### src/design/gne_pkg.sv
// Shared constants, types and tables for the gauge needle endpoint pipeline.
package gne_pkg;

  localparam int VALUE_WIDTH = 32;
  localparam int TRIG_STAGES = 16;
  localparam int FRAC_BITS   = 30;
  localparam int QW          = FRAC_BITS + 1;  // Q1.30 span fraction
  localparam int CW          = 34;             // CORDIC datapath width, Q30 signed
  localparam int ATAN_LEN    = 24;
  localparam int CFG_IDX_W   = 2;
  localparam int PIX_W       = 12;             // signed pixel arithmetic width

  localparam logic [QW-1:0] HALF_PI_Q30    = 31'h6487_ED51;
  localparam logic [CW-1:0] QUARTER_PI_Q30 = 34'h0_3243_F6A9;
  localparam logic [CW-1:0] INV_GAIN_Q30   = 34'h0_26DD_3B6A;

  localparam logic signed [PIX_W-1:0] PIVOT_X = 12'sd120;
  localparam logic signed [PIX_W-1:0] PIVOT_Y = 12'sd195;

  localparam logic [CW-1:0] ATAN_Q30 [ATAN_LEN] = '{
    34'h0_3243_F6A8, 34'h0_1DAC_6705, 34'h0_0FAD_BAFC, 34'h0_07F5_6EA6,
    34'h0_03FE_AB76, 34'h0_01FF_D55B, 34'h0_00FF_FAAA, 34'h0_007F_FF55,
    34'h0_003F_FFEA, 34'h0_001F_FFFD, 34'h0_000F_FFFF, 34'h0_0007_FFFF,
    34'h0_0003_FFFF, 34'h0_0001_FFFF, 34'h0_0000_FFFF, 34'h0_0000_7FFF,
    34'h0_0000_3FFF, 34'h0_0000_1FFF, 34'h0_0000_0FFF, 34'h0_0000_07FF,
    34'h0_0000_03FF, 34'h0_0000_01FF, 34'h0_0000_00FF, 34'h0_0000_007F
  };

  typedef enum logic [CFG_IDX_W-1:0] {
    REG_SCALE_MIN  = 2'd0,
    REG_SCALE_MAX  = 2'd1,
    REG_QUANT_STEP = 2'd2
  } cfg_reg_t;

endpackage

### src/design/gne_cordic_cell.sv
// One CORDIC rotation step in Q30 with a fixed arctangent constant.
module gne_cordic_cell #(
  parameter int IDX = 0
) (
  input  logic                          clk,
  input  logic                          rst_n,
  input  logic                          vld_i,
  input  logic signed [gne_pkg::CW-1:0] x_i,
  input  logic signed [gne_pkg::CW-1:0] y_i,
  input  logic signed [gne_pkg::CW-1:0] z_i,
  output logic                          vld_o,
  output logic signed [gne_pkg::CW-1:0] x_o,
  output logic signed [gne_pkg::CW-1:0] y_o,
  output logic signed [gne_pkg::CW-1:0] z_o
);

  localparam logic signed [gne_pkg::CW-1:0] ATAN = gne_pkg::ATAN_Q30[IDX];

  logic                          vld_r;
  logic signed [gne_pkg::CW-1:0] x_r, x_nxt;
  logic signed [gne_pkg::CW-1:0] y_r, y_nxt;
  logic signed [gne_pkg::CW-1:0] z_r, z_nxt;
  logic signed [gne_pkg::CW-1:0] dx, dy;

  always_comb begin
    dx = y_i >>> IDX;
    dy = x_i >>> IDX;
    if (!z_i[gne_pkg::CW-1]) begin
      x_nxt = x_i - dx;
      y_nxt = y_i + dy;
      z_nxt = z_i - ATAN;
    end else begin
      x_nxt = x_i + dx;
      y_nxt = y_i - dy;
      z_nxt = z_i + ATAN;
    end
  end

  always_ff @(posedge clk) begin
    if (!rst_n) begin
      vld_r <= 1'b0;
    end else begin
      vld_r <= vld_i;
    end
    x_r <= x_nxt;
    y_r <= y_nxt;
    z_r <= z_nxt;
  end

  assign vld_o = vld_r;
  assign x_o   = x_r;
  assign y_o   = y_r;
  assign z_o   = z_r;

endmodule

### config.mk
export PLATFORM = sky130hd
export DESIGN_NAME = gne_cordic_cell
export DESIGN_NICKNAME = d
export VERILOG_FILES = /design/src/design/gne_pkg.sv /design/src/design/gne_cordic_cell.sv
export SDC_FILE = /design/constraint.sdc
export NUM_CORES = 1
export LEC_CHECK = 0
export ABC_AREA = 1
export BUFFER_PORTS_ARGS = -buffer_cell sky130_fd_sc_hd__buf_2
export CAP_MARGIN = 20
export CORE_UTILIZATION = 62
export CTS_CLUSTER_SIZE = 14
export DETAILED_ROUTE_END_ITERATION = 7
export GPL_TIMING_DRIVEN = 1
export PLACE_DENSITY = 0.88
export SLEW_MARGIN = 20
export SYNTH_ARGS = -nofsm -noshare
export SYNTH_HDL_FRONTEND = slang
export SYNTH_SLANG_ARGS = --single-unit
### constraint.sdc
create_clock -name clk -period 4.7 [get_ports clk]
set_input_delay 0.235 -clock clk [delete_from_list [all_inputs] [get_ports clk]]
set_output_delay 0.235 -clock clk [all_outputs]
set_load 0.02 [all_outputs]
### After elaboration in Yosys (flattened, before gate mapping)

Index checks and enable logic that the tools add are counted.

| word-level totals | value |
|---|---|
| register bits after elaboration | 103 |
| bits in latches | 0 |
| RAM bits | 0 |
| bits in read-only memories | 0 |
| bits of input ports | 105 |
| output and inout bits | 103 |
| word-level logic and storage cells | 12 |
| memories kept | 0 |

| operators by class | value |
|---|---|
| $add $sub $neg | 5 |
| multiply operators | 0 |
| divide/modulo/power cells | 0 |
| magnitude comparators | 0 |
| equality and inequality tests | 0 |
| shift operators | 0 |
| mux-type cells | 3 |
| bitwise operators | 0 |
| reduce and logical (&&, ||, !) cells | 0 |

Operators by type and width:

| kind | count |
|---|---|
| 2-to-1 mux 34 bit | 3 |
| subtractor 34 bit | 2 |
| adder 34 x 31 -> 34 bit (second input constant) | 1 |
| adder 34 bit | 1 |
| subtractor 34 x 31 -> 34 bit (second input constant) | 1 |

### Logic depth before layout (Yosys ltp)

| depth | value |
|---|---|
| depth after elaboration | 2 |
| gate-level depth with buffers | 17 |
| mapped depth without buffers | 16 |

### Worst setup path before layout

OpenSTA, ideal clock, no wires.

| timing | value |
|---|---|
| kind | input -> register |
| start point | input z_i[33] (netlist bit) |
| end point | register z_r, in the netlist z_o[25] |
| library setup time | 0.120 ns |
| arrival | 2.010 ns |
| data required time | 4.580 ns |
| slack | 2.571 ns |
| stages | 11 |
| buffers on the path | 2 |
| path through | clkbuf_1 inv_2 buf_2 ha_1 a21oi_1 nand2_1 a21oi_1 o21ai_0 nand3_1 nand2_1 xor2_1 |

| between the ends | value |
|---|---|
| longest elaborated chain between the ends | 1 |

Ends and longest elaborated chain:

| item | RTL line | source |
|---|---|---|
| start: declaration | gne_cordic_cell.sv:10 | `input logic signed [gne_pkg::CW-1:0] z_i,` |
| 2-to-1 mux 34 bit | gne_cordic_cell.sv:28 | `if (!z_i[gne_pkg::CW-1]) begin` |
| named net z_nxt (one bit) | gne_cordic_cell.sv:22 | `logic signed [gne_pkg::CW-1:0] z_r, z_nxt;` |
| end signal: assignment | gne_cordic_cell.sv:47 | `z_r <= z_nxt;` |
| end: declaration | gne_cordic_cell.sv:22 |  |

The timed path passes the listed nets, and every way through them passes these cells.
A chain may end at the register's enable or synchronous reset.

### Worst setup path after layout

| timing | value |
|---|---|
| start point | input z_i[33] (netlist bit) |
| end point | register z_r, in the netlist z_o[26] |

The elaborated chain is that of the path after synthesis.

==> results by group <==
GRT
  • Overflow after GRT: 0
  • First-pass GRT wire length: 58.0 mm
  • Tot GR Track Use: 0.404
  • Largest net degree at the start of global routing: between 70 and 80
  • Number of antenna violations at the first check in global routing: 0
  • Vias in the first global route: 11700

Synth
  • Post-synthesis average cell area: between 6 and 7 um^2
  • YS warnings: 0
  • Synth area leaders: dfxtp_1, nand2_1, ha_1
  • Post-synthesis register bit count: 102
  • Post-synthesis xor/xnor area fraction: 0.0387
  • Mapped cell area: 0.0111 mm^2
  • Main synth FF type: dfxtp_1
  • Synth Area in Compound Gates: 0.155
  • Mapped Nets: ~2100
  • Number of synthesized flops with an enable pin: 0
  • Synth Area in Simple Gates: 0.349
  • Top-area cell type share of the netlist area: 0.184
  • Count leader, synth: nand2_1
  • Top cells by count, synth: nand2_1, inv_1, nand3_1
  • Adder-Cell Fraction of Synth Area: 0.153
  • Post-synthesis mux area share: 0.00181
  • Seq/Total Area, Yosys: 0.184
  • Biggest area consumer among synthesized cells: dfxtp_1
  • Post-synthesis cell count: ~1800
  • Synth unique cells: 45
  • Largest family of logic cells by synthesized area: simple AND/OR/NAND/NOR gates
  • Asr flop ratio synth: 0

STA
  • Slack of the critical path: 2170 ps
  • Tmin final: ~2500 ps
  • Total Neg Setup Slack: 0 ps
  • Slew margin rel.: 0.400
  • Slew Viols, Final: 0
  • Max frequency: ~400 MHz
  • RSZ-0062 raised after global routing: false
  • Slew @ Worst Pin: 900 ps
  • Tcrit/Tclk final: 0.537
  • Final Hold Violating Endpoints: 0
  • Final setup violating endpoints: 0

Layout
  • FILL cells: between 1500 and 2000
  • Area of the multi-input gates: around 0.0077 mm^2
  • Layout cells sized above 1: 0.129
  • Post-Layout Cell Count: approximately 2200
  • Nets: 2247
  • N_diodes: 0
  • Area delta synth->final: 12.4%
  • Final core utilization: 0.717
  • Sequential cell area: 0.00204 mm^2

Critical path
  • Setup crit end kind: flip-flop
  • CP Max Fanout: 51
  • Crit path required time: between 4000 and 5000 ps
  • Crit path DAT: ~2800 ps
  • CP Class: in2reg
  • Crit start category: input port

Clock network
  • Bufs on Longest Clock Path: 2
  • # clock sinks: between 100 and 150
  • CTS tree: built
  • Clock root buffer: clkbuf_16
  • Cts bufs inserted: 9
  • Clk pin slew, worst setup/hold paths: 80 ps
  • Htree depth: 3

Floorplan
  • FP Rows: 48
  • Die height: between 100 and 150 um
  • Die Wd: between 100 and 150 um
  • Core Area: ~0.017 mm^2
  • Ports: between 200 and 250
  • Starting density of the core: 0.638
  • Die area: ~0.018 mm^2

Routing
  • DR vias/cell: approximately 5.8
  • DR iter-0 viols: about 1300
  • Met2 WL post-DR: about 17 mm
  • DR top layer: met4
  • WL/cell: 16.9 um
  • DRT antenna net count: 0
  • Drc violations: 0
  • Via count: 13000
  • M1 WL: around 15 mm
  • DR WL met3: roughly 4 mm
  • Initial DRT Pass Iterations: 6
  • WL final: 37.7 mm

Power and ir drop
  • Peak supply drop: between 0.2 and 0.25 mV
  • Lkg Pwr: 6.85 nW
  • PD cells: between 200 and 300 mW/mm^2

Placed design
  • # placed instances: between 2000 and 2500
  • PortBufs: between 200 and 250
  • Worst slack, placed: ~1900 ps
  • Routability cong.: approximately 1.0
  • Detailed placement HPWL: 31.0 mm

Hold path
  • HP Class: in2reg
  • Hold path endpoint: vld_o$_SDFF_PN0_
  • Hold path depth: 3
  • Hold Startpoint: rst_n

Flow run
  • Max Cap Viol: 0

Run status
  • Status: finished, final reports clean
[cell type report]
| class | count | share of cell area |
|---|---|---|
| multi-input combinational | 1414 | 0.621 |
| sequential | 102 | 0.164 |
| timing repair buffer | 212 | 0.0868 |
| inverter | 270 | 0.0814 |
| tap | 225 | 0.0226 |
| clock buffer | 10 | 0.0192 |
| clock inverter | 6 | 0.00523 |
[critical path: stages]
cell	delay (ps)
buf_2	110
inv_2	590
buf_4	620
ha_1	340
nand3_1	70
nand2_1	90
nand2_1	70
nand2_1	120
nand3_1	100
nand2_1	80
nand2_1	70
nand3_1	100
xor2_1	160
[metrics by stage]
stage / power [mW] / cell area, um^2 / hold WS, ps
after CTS: 3.51 / 12400 / 47.4
final: 3.55 / 12400 / 66.8
after global routing: 3.74 / 12400 / 73.6
after global placement: 2.68 / 12100 / 337
after detailed placement: 2.72 / 12100 / 340
after floorplan: 2.20 / 11100 / 263
[state kept, by name (all words and copies together), names as in the netlist]
register  cells
vld_o         1
x_o          34
y_o          33
z_o          34
[layer usage]
layer,up-vias,GRT usage
met5,-,0
met4,0,0.198
met3,143,0.0632
met2,800,0.659
met1,5792,0.515
li1,6263,-
[where the power goes]
group	internal, mW	switching (mW)	total (mW)	leakage, nW
clock network	0.391	0.411	0.802	0.150
logic	0.520	1.15	1.67	5.84
registers	1.03	0.0489	1.08	0.860
[repair_timing]
action / 4_1_cts / 5_1_grt
buffers inserted: 0 / 0
hold buffers: 3 / 0
resized for setup: 0 / 0
endpoints found under the hold margin: 3 / 0
[cells by family after synthesis]
logic type / Yosys count
buf+inv: 314
compound gates: 319
fa+ha+maj: 133
xor+xnor: 49
simple gates: 911
mux: 2
flops: 102
[cell usage in the layout (no fill, tap or decap), drive strengths merged, types with 3 or more instances in the layout]
master	synthesis	routed
o22ai	6	6
or2	6	6
o21ai	111	111
dlygate4sd3	0	3
a21oi	159	159
a31oi	3	3
nor2	148	148
clkbuf	4	10
xor2	47	47
nor3	18	18
buf	40	209
nand3	176	176
ha	129	129
dfxtp	102	102
o211ai	5	5
nor4	7	7
nand3b	7	7
o21bai	18	18
inv	270	273
o21a	8	8
clkinv	0	3
nand4	19	19
a21boi	3	3
fa	4	4
nand2	527	527
a21o	5	5
[worst max path at each step]
stage                        from  slack [ps]  cells after the start         endpoint
final                     z_i[33]        2170                     13  z_o[26]$_DFF_P_
after global routing      z_i[33]        2040                     13  z_o[26]$_DFF_P_
after CTS                 z_i[33]        2260                     13  z_o[32]$_DFF_P_
after detailed placement  z_i[33]        1880                     13  z_o[32]$_DFF_P_
after global placement    z_i[33]        1930                     13  z_o[28]$_DFF_P_
after floorplan           z_i[33]        2570                     11  z_o[25]$_DFF_P_
(Power assumes the default switching activity.)
