$ cat src/design/gne_div_cell.sv
// One restoring division step: shifts a dividend bit into the remainder.
module gne_div_cell #(
  parameter int RW = 32,
  parameter int WW = 32
) (
  input  logic          clk,
  input  logic          rst_n,
  input  logic          vld_i,
  input  logic [RW-1:0] rem_i,
  input  logic [WW-1:0] word_i,
  input  logic [RW-1:0] den_i,
  output logic          vld_o,
  output logic [RW-1:0] rem_o,
  output logic [WW-1:0] word_o
);

  logic          vld_r;
  logic [RW-1:0] rem_r, rem_nxt;
  logic [WW-1:0] word_r, word_nxt;
  logic [RW:0]   trial;
  logic [RW:0]   diff;
  logic          ge;

  always_comb begin
    trial    = {rem_i, word_i[WW-1]};
    diff     = trial - {1'b0, den_i};
    ge       = (trial >= {1'b0, den_i});
    rem_nxt  = ge ? diff[RW-1:0] : trial[RW-1:0];
    // shift the quotient bit in behind the dividend bits still to come
    word_nxt = {word_i[WW-2:0], ge};
  end

  always_ff @(posedge clk) begin
    if (!rst_n) begin
      vld_r <= 1'b0;
    end else begin
      vld_r <= vld_i;
    end
    rem_r  <= rem_nxt;
    word_r <= word_nxt;
  end

  assign vld_o  = vld_r;
  assign rem_o  = rem_r;
  assign word_o = word_r;

endmodule

$ cat config.mk
export PLATFORM = sky130hd
export DESIGN_NAME = gne_div_cell
export DESIGN_NICKNAME = d
export VERILOG_FILES = /design/src/design/gne_div_cell.sv
export SDC_FILE = /design/constraint.sdc
export NUM_CORES = 1
export LEC_CHECK = 0
export ABC_AREA = 1
export BUFFER_PORTS_ARGS = -buffer_cell sky130_fd_sc_hd__clkbuf_2
export CORE_ASPECT_RATIO = 0.8
export CORE_MARGIN = 2
export CORE_UTILIZATION = 54
export CTS_CLUSTER_DIAMETER = 150
export CTS_CLUSTER_SIZE = 20
export DETAILED_ROUTE_END_ITERATION = 8
export PLACE_DENSITY = 0.87
export SKIP_CTS_REPAIR_TIMING = 1
export SLEW_MARGIN = 10
export SYNTH_ARGS = -nofsm -noshare
export SYNTH_HDL_FRONTEND = slang
export SYNTH_SLANG_ARGS = --single-unit
$ cat constraint.sdc
create_clock -name clk -period 2.7 [get_ports clk]
set_input_delay 0 -clock clk [delete_from_list [all_inputs] [get_ports clk]]
set_output_delay 0 -clock clk [all_outputs]
set_load 0.01 [all_outputs]
After elaboration in Yosys (flattened, before gate mapping)

Index checks and enable logic that the tools add are counted.

Mux-type cells: 1
Multipliers: 0
Divide/modulo/power cells: 0
Add/subtract/negate cells: 1
Bitwise operators: 0
Shift-type cells: 0
Eq/ne operators: 0
Magnitude comparators: 1
Reduce and logical (&&, ||, !) cells: 0

Operators with widths:

| kind             | count |
|---|---|
| $ge A33 B32 Y1   | 1 |
| $mux W32         | 1 |
| $sub A32 B32 Y32 | 1 |

RAM bits: 0
Memories: 0
Register bits after elaboration: 65
ROM bits: 0
Bits in latches: 0
Input bits: 99
Word-level logic and storage cells: 6

Logic depth before layout (Yosys ltp)

Gate-level depths: netlist (run 1).

Depth after elaboration: 2
Mapped depth: 17
Depth with buffers taken out: 15

Least setup slack after synthesis (run 1)

OpenSTA, ideal clock, no wires.

Path type: in2reg
From: in word_i[31]
To: reg rem_r[16], in the netlist rem_o[16]
Slack: 1.226 ns
Setup time: 0.113 ns
Required time: 2.587 ns
Data arrival time: 1.360 ns
Stages on the path: 13
Cells stage by stage: inv_1 -> ha_1 -> fa_1 -> inv_1 -> nand3_1 -> nand3_1 -> nand2_1 -> nand3_1 -> nand3_1 -> nand2_1 -> nand2_1 -> nand3_1 -> nand2_1

Longest elaborated chain between the ends: 2
Elaborated cells between the ends (all ways): 3
Classes of those cells: 1 x add/sub; 1 x order compare; 1 x mux

RTL lines:

| what                                                      | RTL line | RTL |
|---|---|---|
| from (decl)                                               | 10       | `input logic [WW-1:0] word_i,` |
| $sub A32 B32 Y32 / $ge A33 B32 Y1 (equally long branches) | 26, 27   |  |
| $mux W32 (*)                                              | 28       | `rem_nxt = ge ? diff[RW-1:0] : trial[RW-1:0];` |
| named net rem_nxt[16]                                     | 18       | `logic [RW-1:0] rem_r, rem_nxt;` |
| to (signal assigned)                                      | 39       | `rem_r <= rem_nxt;` |
| to (decl)                                                 | 18       |  |

Mark *: on every way through the listed nets, which the timed path passes. The rest lies on a longest branch.
A chain may end at the register's enable or synchronous reset.

Worst setup path after layout (run 1)

From: in rem_i[2]
To: reg rem_r[30], in the netlist rem_o[30]

Longest elaborated chain between the ends: 2
Elaborated cells between the ends (all ways): 3
Classes of those cells: 1 x add/sub; 1 x order compare; 1 x mux

RTL lines:

| what                                                      | RTL line | RTL |
|---|---|---|
| from (decl)                                               | 9        | `input logic [RW-1:0] rem_i,` |
| $sub A32 B32 Y32 / $ge A33 B32 Y1 (equally long branches) | 26, 27   |  |
| $mux W32 (*)                                              | 28       |  |
| named net rem_nxt[30]                                     | 18       |  |

Marks and branches as above.

==> results.py, run 1 <==
metrics = {
    "status": {
        "outcome": "finished clean",
    },
    "worst_setup_path": {
        "path_class": "in -> reg",
        "maximum_fanout_encountered_on_the_critical_timing_path": 36,
        "cp_data_arrival_time_ns": 2.68,
        "worstSetupEndpointType": "flop",
        "critical_path.startpoint": "rem_i[2]",
        "worstPathRequired_ns": 2.99,
        "critical_path.startpoint_type": "input pin",
    },
    "clock_network": {
        "tritoncts_clock_tree": "yes",
        "h-tree-depth": 3,
        "worst_setup_hold_path_clk_slew_ns": 0.09,
        "clock-sinks": 65,
        "ctsLongestPathBuffers": 2,
        "root_buffer": "sky130_fd_sc_hd__clkbuf_8",
        "cts-buffers-inserted": 9,
    },
    "power": {
        "share_seq_of_total_power_pct": 36.9,
        "leakagePower_nw": 3.74,
        "share_clk_of_total_power_pct": 28.4,
        "power.net_switching_w": 0.00110,
        "switching_share_pct": 36.4,
        "ir_worst_vdd_v": 0.000282,
        "report.power.total_w": 0.00303,
        "share_comb_of_total_power_pct": 34.7,
        "power_density_over_cell_area_mw_per_mm2": 493,
        "internal_power_w": 0.00193,
    },
    "die": {
        "boundaryPins": 164,
        "floorplan.initialDensity_pct": 55.6,
        "fp-row-count": 29,
        "die_outline_width_microns": 105,
        "die_y_microns": 84.9,
        "die_area_sq_mm": 0.00893,
        "core_region_area_sq_mm": 0.00795,
    },
    "synthesis": {
        "synth-seq-cells": 65,
        "synthesized_area_sq_mm": 0.00442,
        "synthesized_netlist_net_count": 849,
        "synth.area.top_cells": "sky130_fd_sc_hd__dfxtp_1 29%, sky130_fd_sc_hd__nand2_1 25%, sky130_fd_sc_hd__inv_1 13%",
        "yosys.cell_types.count": 27,
        "synth_top_area_share_pct": 29.4,
        "post-synth-top-area-cell": "sky130_fd_sc_hd__dfxtp_1",
        "yosysWarnings": 0,
        "ys_seq_area_share_pct": 29.4,
        "synth_area_per_cell_sq_um": 6.16,
        "postSynthCellCount": 717,
    },
    "routing": {
        "dr.first_iter.drc_count": 358,
        "detailedRoute.firstPassIterationCount": 6,
        "count_of_nets_left_with_antenna_violations_after_detail_routing": 0,
        "routed_wl_microns": 15000,
        "vias_per_cell": 4.86,
        "detailroute.via_count": 5165,
        "drc": 0,
        "post_drt_wl_per_cell_microns": 14.1,
    },
    "final_layout": {
        "antenna_cells_inserted": 0,
        "design.final.nets": 1081,
        "share_of_post_route_cells_with_drive_strength_above_1_pct": 21.6,
        "fillerInstances": 593,
        "flow.area_growth_from_synthesis_pct": 39.0,
        "multi_input_area_sq_mm": 0.00247,
        "design_area_sq_mm": 0.00614,
        "total_area_of_sequential_cells_sq_mm": 0.00130,
    },
    "global_route": {
        "first_pass_grt_wire_length_microns": 19400,
        "gr-usage-met2_pct": 43.8,
        "grt_use_total_pct": 27.1,
        "antenna_violations_before_repair": 0,
        "grt-ovfl-total": 0,
        "pin_count_of_the_biggest_net_entering_global_routing": 37,
        "met1_usage_grt_pct": 36.3,
        "grt.met3_usage_pct": 7.22,
        "grt-busiest-layer": "met2",
        "first_global_vias": 4204,
    },
    "run": {
        "drv.max_cap_violation_count": 0,
    },
    "timing": {
        "finalWorstPathRequiredPeriod_ns": 2.39,
        "timing.final.max_slew_violations": 0,
        "timing.final.setup_violations": 0,
        "worst_slew_margin_rel_pct": 74.0,
        "hold_viol": 0,
        "setup-tns-final_ns": 0,
        "fmax_mhz": 418,
        "rsz0062_at_grt": "no",
        "final.period_utilization_pct": 88.7,
        "tightest_pin_transition_ns": 0.390,
    },
    "hold_path": {
        "timing.hold.worst.class": "in -> reg",
        "hold_wc_startpoint": "den_i[0]",
    },
    "place": {
        "gp_congestion": 0.939,
        "place_hpwl_microns": 9720,
        "port_buffers": 163,
        "detailed_place.area_sq_mm": 0.00530,
    },
}
[routing by layer]
layer	wire length, microns	up-vias
li1	-	2594
met1	6450	2230
met2	6740	300
met3	1420	41
met4	352	0
met5	0	-
[path summary, 6_finish.rpt]
kind / cells past startpoint / end / slack [ns]
max: 16 / rem_o[30] / 0.31
min: 5 / rem_o[0] / 0.13
[flip-flops by register name, summed over array words and instances, names as in the netlist]
name / cells
word_o: 32
rem_o: 32
vld_o: 1
[worst max-delay path: stages]
cell                            delay [ns]
sky130_fd_sc_hd__dlygate4sd3_1        0.55
sky130_fd_sc_hd__clkbuf_2             0.14
sky130_fd_sc_hd__ha_1                 0.40
sky130_fd_sc_hd__nand2_2              0.15
sky130_fd_sc_hd__inv_1                0.05
sky130_fd_sc_hd__nand2_1              0.08
sky130_fd_sc_hd__nand2_1              0.05
sky130_fd_sc_hd__nand2_1              0.07
sky130_fd_sc_hd__nand3_2              0.14
sky130_fd_sc_hd__nand2_4              0.11
sky130_fd_sc_hd__nand2_4              0.06
sky130_fd_sc_hd__nand2_4              0.08
sky130_fd_sc_hd__nand2_8              0.15
sky130_fd_sc_hd__inv_4                0.37
sky130_fd_sc_hd__nand2_1              0.13
sky130_fd_sc_hd__nand2_1              0.11
[through the flow]
step	cells	hold WS (ns)	util [%]	setup slack, ns
after global routing	1062	0.119	77.3	0.189
after floorplan	717	0.0277	-	1.23
after detailed placement	981	0.104	66.7	0.636
after global placement	981	0.102	66.7	0.703
final	1062	0.133	77.3	0.305
after CTS	997	-0.280	69.1	1.02
[synthesized netlist by cell type, drive strengths merged]
cell type and instances:
a21oi 21, o21bai 2, dfxtp 65, ha 32
inv 153, nand2 313, nand3b 10, nand3 38
and2 8, xor2 13, o21ai 2, xnor2 1
buf 7, nor2 40, fa 1, or2 1
nor3 8, nand4 2
[power by group through the flow]
| stage | Combinational, W | Sequential, W | Clock [W] |
|---|---|---|---|
| final | 0.00105 | 0.00112 | 0.000861 |
| after detailed placement | 0.000920 | 0.00113 | 0 |
| after global placement | 0.000910 | 0.00113 | 0 |
| after global routing | 0.00115 | 0.00113 | 0.000917 |
| after CTS | 0.000928 | 0.00111 | 0.000857 |
| after floorplan | 0.000540 | 0.00120 | 0 |
[logic make-up (layout without fill, tap and decap cells)]
group                    count (synthesis)  in the layout  share of synthesized area [%]
AND/OR/NAND/NOR                        420            420                           40.6
buffers and inverters                  160            397                           14.7
flip-flops                              65             65                           29.4
adder cells (fa/ha/maj)                 33             33                           9.51
AO/OA/AOI/OAI                           25             25                           2.94
XOR/XNOR                                14             14                           2.77
[area by class of cell]
class,count,area share [%]
multi-input combinational,492,40.2
timing repair buffer,228,23.9
sequential,65,21.2
inverter,153,9.39
tap,108,2.20
clock buffer,9,2.02
clock inverter,7,1.14
[layout by cell type, fill, tap and decap left out, drive strengths merged]
| cell | n |
|---|---|
| nand2 | 313 |
| clkbuf | 172 |
| inv | 154 |
| dlygate4sd3 | 65 |
| dfxtp | 65 |
| nor2 | 40 |
| nand3 | 38 |
| ha | 32 |
| a21oi | 21 |
| xor2 | 13 |
| nand3b | 10 |
| and2 | 8 |
| nor3 | 8 |
| clkinv | 4 |
| o21bai | 2 |
| nand4 | 2 |
| o21ai | 2 |
| or2 | 1 |
| xnor2 | 1 |
| fa | 1 |
| clkinvlp | 1 |
| bufinv | 1 |
(Power assumes the default switching activity.)
==> run 2, diff against run 1 <==
--- a/config.mk
+++ b/config.mk
@@ -9,11 +9,11 @@
 export BUFFER_PORTS_ARGS = -buffer_cell sky130_fd_sc_hd__clkbuf_2
 export CORE_ASPECT_RATIO = 0.8
 export CORE_MARGIN = 2
-export CORE_UTILIZATION = 54
+export CORE_UTILIZATION = 27
 export CTS_CLUSTER_DIAMETER = 150
 export CTS_CLUSTER_SIZE = 20
 export DETAILED_ROUTE_END_ITERATION = 8
-export PLACE_DENSITY = 0.87
+export PLACE_DENSITY = 0.5
 export SKIP_CTS_REPAIR_TIMING = 1
 export SLEW_MARGIN = 10
 export SYNTH_ARGS = -nofsm -noshare
==> results.py, run 2 (synthesized netlist as in run 1, its figures left out) <==
metrics = {
    "status": {
        "outcome": "finished with violations",
        "failed_checks": "hold timing",
    },
    "place": {
        "gp_congestion": 0.902,
        "placed_cells": 1088,
        "port_buffers": 163,
        "place_hpwl_microns": 11000,
    },
    "worst_setup_path": {
        "worstPathRequired_ns": 2.98,
        "maximum_fanout_encountered_on_the_critical_timing_path": 36,
        "cp_data_arrival_time_ns": 2.56,
        "worstSetupEndpointType": "flop",
        "critical_path.startpoint_type": "input pin",
        "path_class": "in -> reg",
    },
    "global_route": {
        "first_pass_grt_wire_length_microns": 21900,
        "antenna_violations_before_repair": 0,
        "pin_count_of_the_biggest_net_entering_global_routing": 37,
        "grt_use_total_pct": 16.1,
        "first_global_vias": 4345,
        "grt-ovfl-total": 0,
    },
    "routing": {
        "routed_wl_microns": 13900,
        "vias_per_cell": 4.04,
        "detailedRoute.firstPassIterationCount": 4,
        "count_of_nets_left_with_antenna_violations_after_detail_routing": 0,
        "detailroute.via_count": 4714,
        "post_drt_wl_per_cell_microns": 11.9,
        "dr.first_iter.drc_count": 202,
        "drc": 0,
    },
    "clock_network": {
        "worst_setup_hold_path_clk_slew_ns": 0.06,
        "clock-sinks": 65,
        "tritoncts_clock_tree": "yes",
        "cts-buffers-inserted": 9,
        "ctsLongestPathBuffers": 2,
        "h-tree-depth": 3,
        "root_buffer": "sky130_fd_sc_hd__clkbuf_16",
    },
    "final_layout": {
        "antenna_cells_inserted": 0,
        "design.final.nets": 1080,
        "most-common-layout-cells": "298 x sky130_fd_sc_hd__nand2_1, 163 x sky130_fd_sc_hd__clkbuf_2, 151 x sky130_fd_sc_hd__inv_1, 65 x sky130_fd_sc_hd__dfxtp_1, 64 x sky130_fd_sc_hd__dlygate4sd3_1",
        "share_of_post_route_cells_with_drive_strength_above_1_pct": 21.6,
        "fillerInstances": 1769,
        "post_layout_nonfiller_instances": 1168,
        "mostFrequentLayoutCell": "sky130_fd_sc_hd__nand2_1",
        "flow.area_growth_from_synthesis_pct": 44.3,
    },
    "timing": {
        "fmax_mhz": 439,
        "timing.final.max_slew_violations": 0,
        "finalHoldWorstSlack_ns": -0.00899,
        "hold_viol": 1,
        "finalWorstPathRequiredPeriod_ns": 2.28,
        "rsz0062_at_grt": "no",
        "tightest_pin_transition_ns": 0.393,
        "setup-tns-final_ns": 0,
        "final.period_utilization_pct": 84.5,
        "timing.final.setup_violations": 0,
        "worst_slew_margin_rel_pct": 73.8,
    },
    "die": {
        "boundaryPins": 164,
        "die_y_microns": 118,
        "fp-row-count": 41,
        "die_area_sq_mm": 0.0174,
        "core_region_area_sq_mm": 0.0159,
        "floorplan.initialDensity_pct": 27.8,
        "die_outline_width_microns": 147,
    },
    "power": {
        "leakagePower_nw": 3.79,
        "power_density_over_cell_area_mw_per_mm2": 526,
        "internal_power_w": 0.00222,
        "share_seq_of_total_power_pct": 33.2,
        "share_comb_of_total_power_pct": 30.4,
        "power.net_switching_w": 0.00113,
        "share_clk_of_total_power_pct": 36.5,
        "switching_share_pct": 33.7,
        "ir_worst_vdd_v": 0.000245,
    },
    "hold_path": {
        "timing.hold.worst.class": "in -> reg",
    },
    "run": {
        "drv.max_cap_violation_count": 0,
    },
}
## run 2: cell type report
type	count	area [sq um]	area share, %
multi-input combinational	492	2470	38.7
timing repair buffer	227	1460	22.8
sequential	65	1300	20.4
inverter	153	577	9.05
tap	215	269	4.22
clock buffer	9	225	3.53
clock inverter	7	78.8	1.24
## run 2: path summary, 6_finish.rpt
kind | start | to | slack (ns) | cells past startpoint
setup / recovery | rem_i[2] | rem_o[13] | 0.42 | 16
hold / removal | rem_i[0] | rem_o[1] | -0.009 | 3
## run 2: metal layers
metal	routed length, microns	GRT usage, %
met4	206	4.81
met3	1010	4.71
met2	5280	22.7
met5	0	0
met1	7430	23.4
## run 2: power groups by stage
stage / sequential, W / clock [W] / combinational, W
2_1_floorplan: 0.00120 / 0 / 0.000540
3_3_place_gp: 0.00114 / 0 / 0.000948
3_5_place_dp: 0.00113 / 0 / 0.000949
4_1_cts: 0.00111 / 0.00127 / 0.000956
5_1_grt: 0.00112 / 0.00131 / 0.00116
6_report: 0.00111 / 0.00122 / 0.00102
## run 2: per-stage QoR
| step | setup slack (ns) | instance area [sq um] | power (W) | util (%) |
|---|---|---|---|---|
| global route | 0.144 | 6380 | 0.00360 | 40.1 |
| CTS | 0.944 | 5740 | 0.00334 | 36.1 |
| global placement | 0.617 | 5430 | 0.00208 | 34.2 |
| floorplan | 1.23 | 4420 | 0.00174 | - |
| finish | 0.420 | 6380 | 0.00335 | 40.1 |
| detailed placement | 0.593 | 5430 | 0.00208 | 34.2 |
## run 2: worst max-delay path, stage by stage
cell and delay (ns):
sky130_fd_sc_hd__dlygate4sd3_1 0.55, sky130_fd_sc_hd__clkbuf_2 0.12, sky130_fd_sc_hd__ha_1 0.39, sky130_fd_sc_hd__nand2_2 0.15, sky130_fd_sc_hd__inv_1 0.05, sky130_fd_sc_hd__nand2_1 0.07
sky130_fd_sc_hd__nand2_1 0.05, sky130_fd_sc_hd__nand2_1 0.07, sky130_fd_sc_hd__nand3_2 0.13, sky130_fd_sc_hd__nand2_4 0.12, sky130_fd_sc_hd__nand2_4 0.06, sky130_fd_sc_hd__nand2_4 0.08
sky130_fd_sc_hd__nand2_8 0.17, sky130_fd_sc_hd__inv_4 0.37, sky130_fd_sc_hd__nand2_1 0.09, sky130_fd_sc_hd__nand2_1 0.08
==> run 3, diff against run 2 <==
--- a/config.mk
+++ b/config.mk
@@ -5,7 +5,7 @@
 export SDC_FILE = /design/constraint.sdc
 export NUM_CORES = 1
 export LEC_CHECK = 0
-export ABC_AREA = 1
+export ABC_AREA = 0
 export BUFFER_PORTS_ARGS = -buffer_cell sky130_fd_sc_hd__clkbuf_2
 export CORE_ASPECT_RATIO = 0.8
 export CORE_MARGIN = 2
@@ -13,7 +13,7 @@
 export CTS_CLUSTER_DIAMETER = 150
 export CTS_CLUSTER_SIZE = 20
 export DETAILED_ROUTE_END_ITERATION = 8
-export PLACE_DENSITY = 0.5
+export PLACE_DENSITY = 0.52
 export SKIP_CTS_REPAIR_TIMING = 1
 export SLEW_MARGIN = 10
 export SYNTH_ARGS = -nofsm -noshare
==> constraint.sdc (replaced) <==
create_clock -name clk -period 2.1 [get_ports clk]
set_input_delay 0 -clock clk [delete_from_list [all_inputs] [get_ports clk]]
set_output_delay 0 -clock clk [all_outputs]
set_load 0.01 [all_outputs]
==> results.py, run 3 <==
metrics = {
    "timing": {
        "finalHoldWorstSlack_ns": 0.0131,
        "timing.final.setup_violations": 32,
        "worst_slew_margin_rel_pct": 67.1,
        "finalWorstPathRequiredPeriod_ns": 2.29,
        "rsz0062_at_grt": "yes",
        "fmax_mhz": 437,
        "tightest_pin_transition_ns": 0.492,
        "timing.final.max_slew_violations": 0,
        "layout_setup_ws_ns": -0.191,
        "final.period_utilization_pct": 109,
        "hold_viol": 0,
    },
    "synthesis": {
        "yosysWarnings": 0,
        "post-synth-top-area-cell": "sky130_fd_sc_hd__dfxtp_1",
        "synthesized_area_sq_mm": 0.00352,
        "synth_area_per_cell_sq_um": 8.56,
        "synth.area.top_cells": "sky130_fd_sc_hd__dfxtp_1 37%, sky130_fd_sc_hd__ha_1 11%, sky130_fd_sc_hd__a21oi_1 8.0%",
        "yosys-top-cells-count": "65 x sky130_fd_sc_hd__dfxtp_1, 56 x sky130_fd_sc_hd__a21oi_1, 38 x sky130_fd_sc_hd__inv_1",
        "postSynthCellCount": 411,
        "ys_seq_area_share_pct": 37.0,
        "synth.most_common_cell": "sky130_fd_sc_hd__dfxtp_1",
        "synth-seq-cells": 65,
        "synth_top_area_share_pct": 37.0,
        "dominantRegCellSynth": "sky130_fd_sc_hd__dfxtp_1",
        "synthesized_netlist_net_count": 543,
        "yosys.cell_types.count": 48,
        "synth-async-reset-ratio_pct": 0,
        "synth-edff-count": 0,
    },
    "place": {
        "place_hpwl_microns": 9190,
        "port_buffers": 163,
        "gp_congestion": 0.855,
    },
    "power": {
        "power_density_over_cell_area_mw_per_mm2": 693,
        "ir_worst_vdd_v": 0.000373,
        "leakagePower_nw": 3.21,
        "report.power.total_w": 0.00456,
    },
    "die": {
        "floorplan.initialDensity_pct": 27.5,
        "fp-row-count": 37,
        "boundaryPins": 164,
        "die_outline_width_microns": 132,
        "die_y_microns": 106,
        "die_area_sq_mm": 0.0140,
        "core_region_area_sq_mm": 0.0128,
    },
    "clock_network": {
        "h-tree-depth": 3,
        "clock-sinks": 65,
        "tritoncts_clock_tree": "yes",
        "ctsLongestPathBuffers": 2,
        "worst_setup_hold_path_clk_slew_ns": 0.06,
        "root_buffer": "sky130_fd_sc_hd__clkbuf_16",
        "cts-buffers-inserted": 9,
    },
    "final_layout": {
        "most-common-layout-cells": "143 x sky130_fd_sc_hd__clkbuf_2, 83 x sky130_fd_sc_hd__buf_4, 65 x sky130_fd_sc_hd__dfxtp_1, 56 x sky130_fd_sc_hd__dlygate4sd3_1, 46 x sky130_fd_sc_hd__a21oi_1",
        "design.final.nets": 846,
        "fillerInstances": 1265,
        "mostFrequentLayoutCell": "sky130_fd_sc_hd__clkbuf_2",
        "share_of_post_route_cells_with_drive_strength_above_1_pct": 46.9,
        "flow.area_growth_from_synthesis_pct": 87.1,
        "antenna_cells_inserted": 0,
        "postLayoutCoreUtil_pct": 51.5,
    },
    "run": {
        "drv.max_cap_violation_count": 0,
    },
    "routing": {
        "count_of_nets_left_with_antenna_violations_after_detail_routing": 0,
        "post_drt_wl_per_cell_microns": 13.9,
        "routed_wl_microns": 12500,
        "detailedRoute.firstPassIterationCount": 4,
        "drc": 0,
        "detailroute.via_count": 4004,
        "dr.first_iter.drc_count": 189,
        "vias_per_cell": 4.48,
    },
    "hold_path": {
        "hold_wc_startpoint": "rem_i[25]",
        "timing.hold.worst.class": "in -> reg",
    },
    "worst_setup_path": {
        "cp_data_arrival_time_ns": 2.52,
        "critical_path.startpoint": "den_i[31]",
        "worstSetupEndpointType": "flop",
        "maximum_fanout_encountered_on_the_critical_timing_path": 5,
        "critical_path.startpoint_type": "input pin",
        "worstPathRequired_ns": 2.33,
        "critPathMostFrequentCell": "sky130_fd_sc_hd__buf_4",
        "path_class": "in -> reg",
        "worst_path_largest_cell_delay_ns": 0.59,
        "cp_cell_sequence": "clkbuf_2 -> inv_1 -> ha_1 -> nand3_1 -> or4_1 -> nor4_4 -> buf_4 -> nor4_1 -> o21a_1 -> o31ai_4 -> buf_4 -> buf_8 -> mux2_4",
        "slowest_stage": "sky130_fd_sc_hd__or4_1",
    },
    "global_route": {
        "grt_use_total_pct": 16.1,
        "pin_count_of_the_biggest_net_entering_global_routing": 14,
        "grt-ovfl-total": 0,
        "first_global_vias": 3657,
        "antenna_violations_before_repair": 0,
        "first_pass_grt_wire_length_microns": 17900,
    },
    "status": {
        "failed_checks": "setup timing",
        "outcome": "finished with violations",
    },
}
-- run 3: worst paths after layout --
| kind | end | slack (ns) | cells after the start |
|---|---|---|---|
| worst max-delay path | rem_o[13] | -0.19 | 13 |
| worst min-delay path | rem_o[26] | 0.01 | 3 |
-- run 3: stage by stage --
| stage | std cells | instance area [sq um] | setup slack (ns) | setup TNS, ns |
|---|---|---|---|---|
| after floorplan | 411 | 3700 | -0.415 | -10.68 |
| after global placement | 814 | 5220 | -0.692 | -20.61 |
| after detailed placement | 814 | 5220 | -0.722 | -20.30 |
| after CTS | 830 | 5520 | -0.372 | -9.28 |
| after global routing | 894 | 6580 | -0.318 | -7.92 |
| final | 894 | 6580 | -0.191 | -3.34 |
-- run 3: layout make-up --
type	instances	area, sq um	area share, %
clock buffer	9	225	3.42
clock inverter	7	77.6	1.18
inverter	38	160	2.43
multi-input combinational	290	2350	35.7
sequential	65	1300	19.8
tap	175	219	3.33
timing repair buffer	310	2240	34.1
-- run 3: routing by layer --
metal,GRT usage (%),wire length (microns)
met1,22.3,5800
met2,24.6,5770
met3,4.15,761
met4,4.89,140
met5,0,0
-- run 3: critical path, delay by kind of cell --
kind                     cells  cell delay, ns
AND/OR/NAND/NOR              4            1.13
multiplexers                 1            0.29
buffers and inverters        5            0.57
adder cells (fa/ha/maj)      1            0.31
AO/OA/AOI/OAI                2            0.21
-- run 3: where the power goes --
group / switching [W] / total [W] / internal, W / leakage [nW]
Clock: 0.000590 / 0.00152 / 0.000928 / 0.146
Combinational: 0.000752 / 0.00159 / 0.000835 / 2.52
Sequential: 0.0000476 / 0.00145 / 0.00140 / 0.548
-- run 3: cell families after synthesis --
kind of cell,share of synthesized area [%]
AO/OA/AOI/OAI,20.8
XOR/XNOR,6.72
adder cells (fa/ha/maj),12.0
buffers and inverters,6.62
flip-flops,37.0
multiplexers,3.49
AND/OR/NAND/NOR,13.4
